[src/hw/rtl/assert_macros.svh]
// Assertion macros shared by the Cholesky datapath RTL.
// Each macro expects clk and rst_n in the scope where it is used.
`ifndef ASSERT_MACROS_SVH
`define ASSERT_MACROS_SVH
// Check a property on every rising clock edge outside reset.
`define CHOL_ASSERT(lbl, prop, msg) \
  lbl: assert property (@(posedge clk) disable iff (!rst_n) (prop)) else $error(msg);
// Check that a condition implies a consequence in the same cycle.
`define CHOL_ASSERT_IMP(lbl, ante, cons, msg) \
  lbl: assert property (@(posedge clk) disable iff (!rst_n) (ante) |-> (cons)) else $error(msg);
`endif

[src/hw/rtl/chol_root.sv]
// Pipelined integer square root, one result bit per stage, with a sideband
// that travels alongside. No package dependencies.
`default_nettype none
module chol_root #(
  parameter int RAD_W  = 47,
  parameter int SIDE_W = 8
) (
  input  logic                              clk,
  input  logic                              rst_n,
  input  logic                              adv,
  input  logic                              in_vld,
  input  logic [RAD_W-1:0]                  in_rad,
  input  logic [SIDE_W-1:0]                 in_side,
  output logic                              out_vld,
  output logic [(RAD_W + RAD_W % 2)/2-1:0]  out_root,
  output logic [SIDE_W-1:0]                 out_side
);

  localparam int SQE = RAD_W + RAD_W % 2;
  localparam int SQR = SQE / 2;

  logic              vld_r  [SQR];
  logic [SQE-1:0]    rad_r  [SQR];
  logic [SQR+1:0]    rem_r  [SQR];
  logic [SQR-1:0]    root_r [SQR];
  logic [SIDE_W-1:0] side_r [SQR];

  for (genvar k = 0; k < SQR; k++) begin : g_stg
    logic              src_vld;
    logic [SQE-1:0]    src_rad;
    logic [SQR+1:0]    src_rem;
    logic [SQR-1:0]    src_root;
    logic [SIDE_W-1:0] src_side;
    logic [SQR+1:0]    rem2;
    logic [SQR+1:0]    trial;
    logic [SQR+1:0]    rem_nxt;
    logic [SQR-1:0]    root_nxt;

    if (k == 0) begin : g_head
      assign src_vld  = in_vld;
      assign src_rad  = SQE'(in_rad);
      assign src_rem  = '0;
      assign src_root = '0;
      assign src_side = in_side;
    end else begin : g_body
      assign src_vld  = vld_r[k-1];
      assign src_rad  = rad_r[k-1];
      assign src_rem  = rem_r[k-1];
      assign src_root = root_r[k-1];
      assign src_side = side_r[k-1];
    end

    assign rem2  = {src_rem[SQR-1:0], src_rad[SQE-1 -: 2]};
    assign trial = {src_root, 2'b01};

    always_comb begin
      if (rem2 >= trial) begin
        rem_nxt  = rem2 - trial;
        root_nxt = {src_root[SQR-2:0], 1'b1};
      end else begin
        rem_nxt  = rem2;
        root_nxt = {src_root[SQR-2:0], 1'b0};
      end
    end

    always_ff @(posedge clk) begin
      if (!rst_n) begin
        vld_r[k] <= 1'b0;
      end else if (adv) begin
        vld_r[k] <= src_vld;
      end
    end

    always_ff @(posedge clk) begin
      if (adv) begin
        rad_r[k]  <= src_rad << 2;
        rem_r[k]  <= rem_nxt;
        root_r[k] <= root_nxt;
        side_r[k] <= src_side;
      end
    end
  end

  assign out_vld  = vld_r[SQR-1];
  assign out_root = root_r[SQR-1];
  assign out_side = side_r[SQR-1];

endmodule
`default_nettype wire

[config.mk]
export PLATFORM = sky130hd
export DESIGN_NAME = chol_root
export DESIGN_NICKNAME = d
export VERILOG_FILES = /design/src/hw/rtl/assert_macros.svh /design/src/hw/rtl/chol_root.sv
export SDC_FILE = /design/constraint.sdc
export NUM_CORES = 2
export LEC_CHECK = 0
export ABC_AREA = 0
export BUFFER_PORTS_ARGS = -buffer_cell sky130_fd_sc_hd__buf_2
export CORE_ASPECT_RATIO = 1.1
export CORE_MARGIN = 10
export CORE_UTILIZATION = 35
export DETAILED_ROUTE_END_ITERATION = 6
export MAX_ROUTING_LAYER = met4
export PLACE_DENSITY = 0.53
export SETUP_SLACK_MARGIN = 0.15
export SYNTH_ARGS = -nofsm -noshare
export SYNTH_HDL_FRONTEND = slang
export SYNTH_SLANG_ARGS = --single-unit
[constraint.sdc]
create_clock -name clk -period 9.2 [get_ports clk]
set_input_delay 0.46 -clock clk [delete_from_list [all_inputs] [get_ports clk]]
set_output_delay 0.46 -clock clk [all_outputs]
set_load 0.02 [all_outputs]
==> results.ini <==
[yosys]
syn_area_mm2=0.0694
synth_nets=5324
synth.distinct_cells=90
synthArstFlopShare=0
synth_edf_count=1582
syn_avg_cell_area_um2=14.0
ys.flop_type=edfxtp_1
yosys_warnings=0
synthCells=4942
ys_ff_latch=1583
yosysSeqAreaShare=0.685

[clocking]
cts-root-buf=clkbuf_16
cts_tree=done
clock_latency_ns=0.83
cts_setup_buffers=0
cts.clk_slew.worst_paths_ns=0.06
cts_sinks=1583
cts_buffers=174
clockBufferDepth=3
cts_hold_buffers=56
cts_resized=0
ctsHtreeMaxLevel=4

[setup_path]
worstPathArrival_ns=4.32
endpoint_kind=flip-flop
crit_fanout=44
reg2reg_to=rem_r[2][101]
r2r_setup_slack_ns=5.44
r2r-start=rem_r[2][52]
cp-start-kind=flip-flop
cp.required_ns=9.75
reg2reg_depth=11
path_class=flip-flop to flip-flop

[timing]
slew_headroom=0.287
min_period_ns=3.76
rsz0062_at_grt=false
fin_setup_tns_ns=0
tightestPinTransition_ns=1.07
setup_viol=0
skew_ns=0.0635
worst_slack_ns=5.44
max_freq_ghz=0.266
drv_slew=0
finalHoldViolCount=0
finalCritPeriodShare=0.409

[min_path]
min_to=vld_r[4][0]
min_path_type=input port to flip-flop
hold_path_startpoint=rst_n
hold_depth=2

[route]
vias=37959
drt_iter0_drc=1967
dr.pass1.iters=5
viasPerCell=4.78
drc=0
detail_route.wl_per_cell_um=15.6
routed_wl_um=124000
detail-route-antenna-nets=0

[floorplan]
dieHeight_um=487
placementRows=171
core-area_mm2=0.197
dieWidth_um=445
start_util=0.352
io_pins=92
dieArea_mm2=0.217

[cells_and_area]
syn2layout_area_growth_pct=14.4
drive_above_1_share=0.0936
nNetsFinal=5593
finalCoreUtilization=0.402
fin_cells=7949
fillCellCount=18269

[placement]
gp_congestion=0.875
dp_hpwl_um=84100
dpl.cell_count=7574
place_ws_ns=5.42
port_buffers=91

[global_route]
grt_max_degree=180
grt_pass1_vias=38420
grt_first_pass_wirelength_um=201000
track_usage=0.116
antenna_found_initial=1
overflow=0

[power]
leakage_nw=30.0
powerDensity_mw_per_mm2=246
p_total_mw=19.6
ir_worst_vdd_uv=163

[flow_run]
maxCapViolations=0

[status]
outcome=finished clean

==> report_power, final <==
group / total [mW] / leakage (nW) / internal, mW / switching, mW
Sequential: 9.44 / 15.3 / 9.00 / 0.445
Combinational: 3.22 / 12.0 / 1.42 / 1.80
Clock: 6.89 / 2.78 / 3.99 / 2.90
==> synthesized netlist by cell type, drive strengths merged (55+ instances only) <==
library cell	instances	area share
a21o	102	0.011
a21oi	291	0.021
clkbuf	56	0.0030
edfxtp	1582	0.68
ha	323	0.058
inv	403	0.022
mux2	71	0.012
nand2	272	0.015
nand2b	55	0.0050
nand3	63	0.0045
nor2	309	0.017
nor3	98	0.0073
o21a	74	0.0080
o21ai	212	0.015
xnor2	234	0.030
xor2	176	0.022
==> worst max-delay path by stage <==
stage                            start            end  depth (start not counted)
final                     rem_r[2][52]  rem_r[2][101]                         11
after global routing      rem_r[2][52]   rem_r[2][99]                         11
after CTS                 rem_r[2][52]  rem_r[2][101]                         11
after detailed placement  rem_r[2][52]  rem_r[2][101]                         11
after global placement    rem_r[2][52]  rem_r[2][101]                         11
after floorplan           rem_r[2][52]   rem_r[2][83]                         11
==> flip-flops by register name, summed over array words and instances, names as in the netlist <==
register	cells
vld_r	24
root_r	300
rad_r	552
rem_r	515
side_r	192
==> cell families after synthesis <==
family / count (synthesis) / synth area share
flip-flops: 1583 / 0.685
AND/OR/NAND/NOR: 1143 / 0.0823
other: 1 / 0.0000540
AO/OA/AOI/OAI: 914 / 0.0829
multiplexers: 80 / 0.0128
buffers and inverters: 488 / 0.0271
XOR/XNOR: 410 / 0.0517
adder cells (fa/ha/maj): 323 / 0.0582
==> stage by stage <==
stage          cell area [um^2]  hold WS, ns
2_1_floorplan             69400        0.400
3_3_place_gp              73100        0.400
3_5_place_dp              73100        0.405
4_1_cts                   79400      0.00772
5_1_grt                   79400       0.0730
6_report                  79400        0.122
==> metal layers <==
metal  track usage  part of all wire
met5             -                 0
met4        0.0487             0.039
met3        0.0234             0.039
met2         0.196              0.49
met1         0.135              0.43
==> layout by cell type (no fill, tap or decap), types with 90 or more instances in the layout <==
master and instances:
a21o_1 102, a21oi_1 291, buf_2 90, clkbuf_16 174, edfxtp_1 1582, ha_1 323
inv_1 401, nand2_1 272, nor2_1 309, nor3_1 94, o21ai_0 196, xnor2_1 234
xor2_1 176
==> critical path, stage by stage (launching register included) <==
cell and delay, ns:
edfxtp_1 0.39, ha_1 0.36, nor2b_1 0.16, o31a_1 0.27, o31a_1 0.31, o41ai_4 0.49
o31ai_2 0.18, a2111oi_2 0.43, and4b_1 0.26, buf_4 0.37, nor3_1 0.13, xor2_1 0.16
==> final cells by class <==
| type | instances | area, um^2 | share of cell area |
|---|---|---|---|
| multi-input cells | 2871 | 20000 | 0.252 |
| repair buffers | 175 | 1340 | 0.0169 |
| flip-flops and latches | 1583 | 47500 | 0.599 |
| clock inverters | 117 | 1270 | 0.0160 |
| clock buffers | 201 | 4460 | 0.0561 |
| diodes | 1 | 2.50 | 0.0000315 |
| well taps | 2595 | 3250 | 0.0409 |
| inverters | 406 | 1520 | 0.0192 |
No activity file was read; power rests on OpenSTA's default activity.
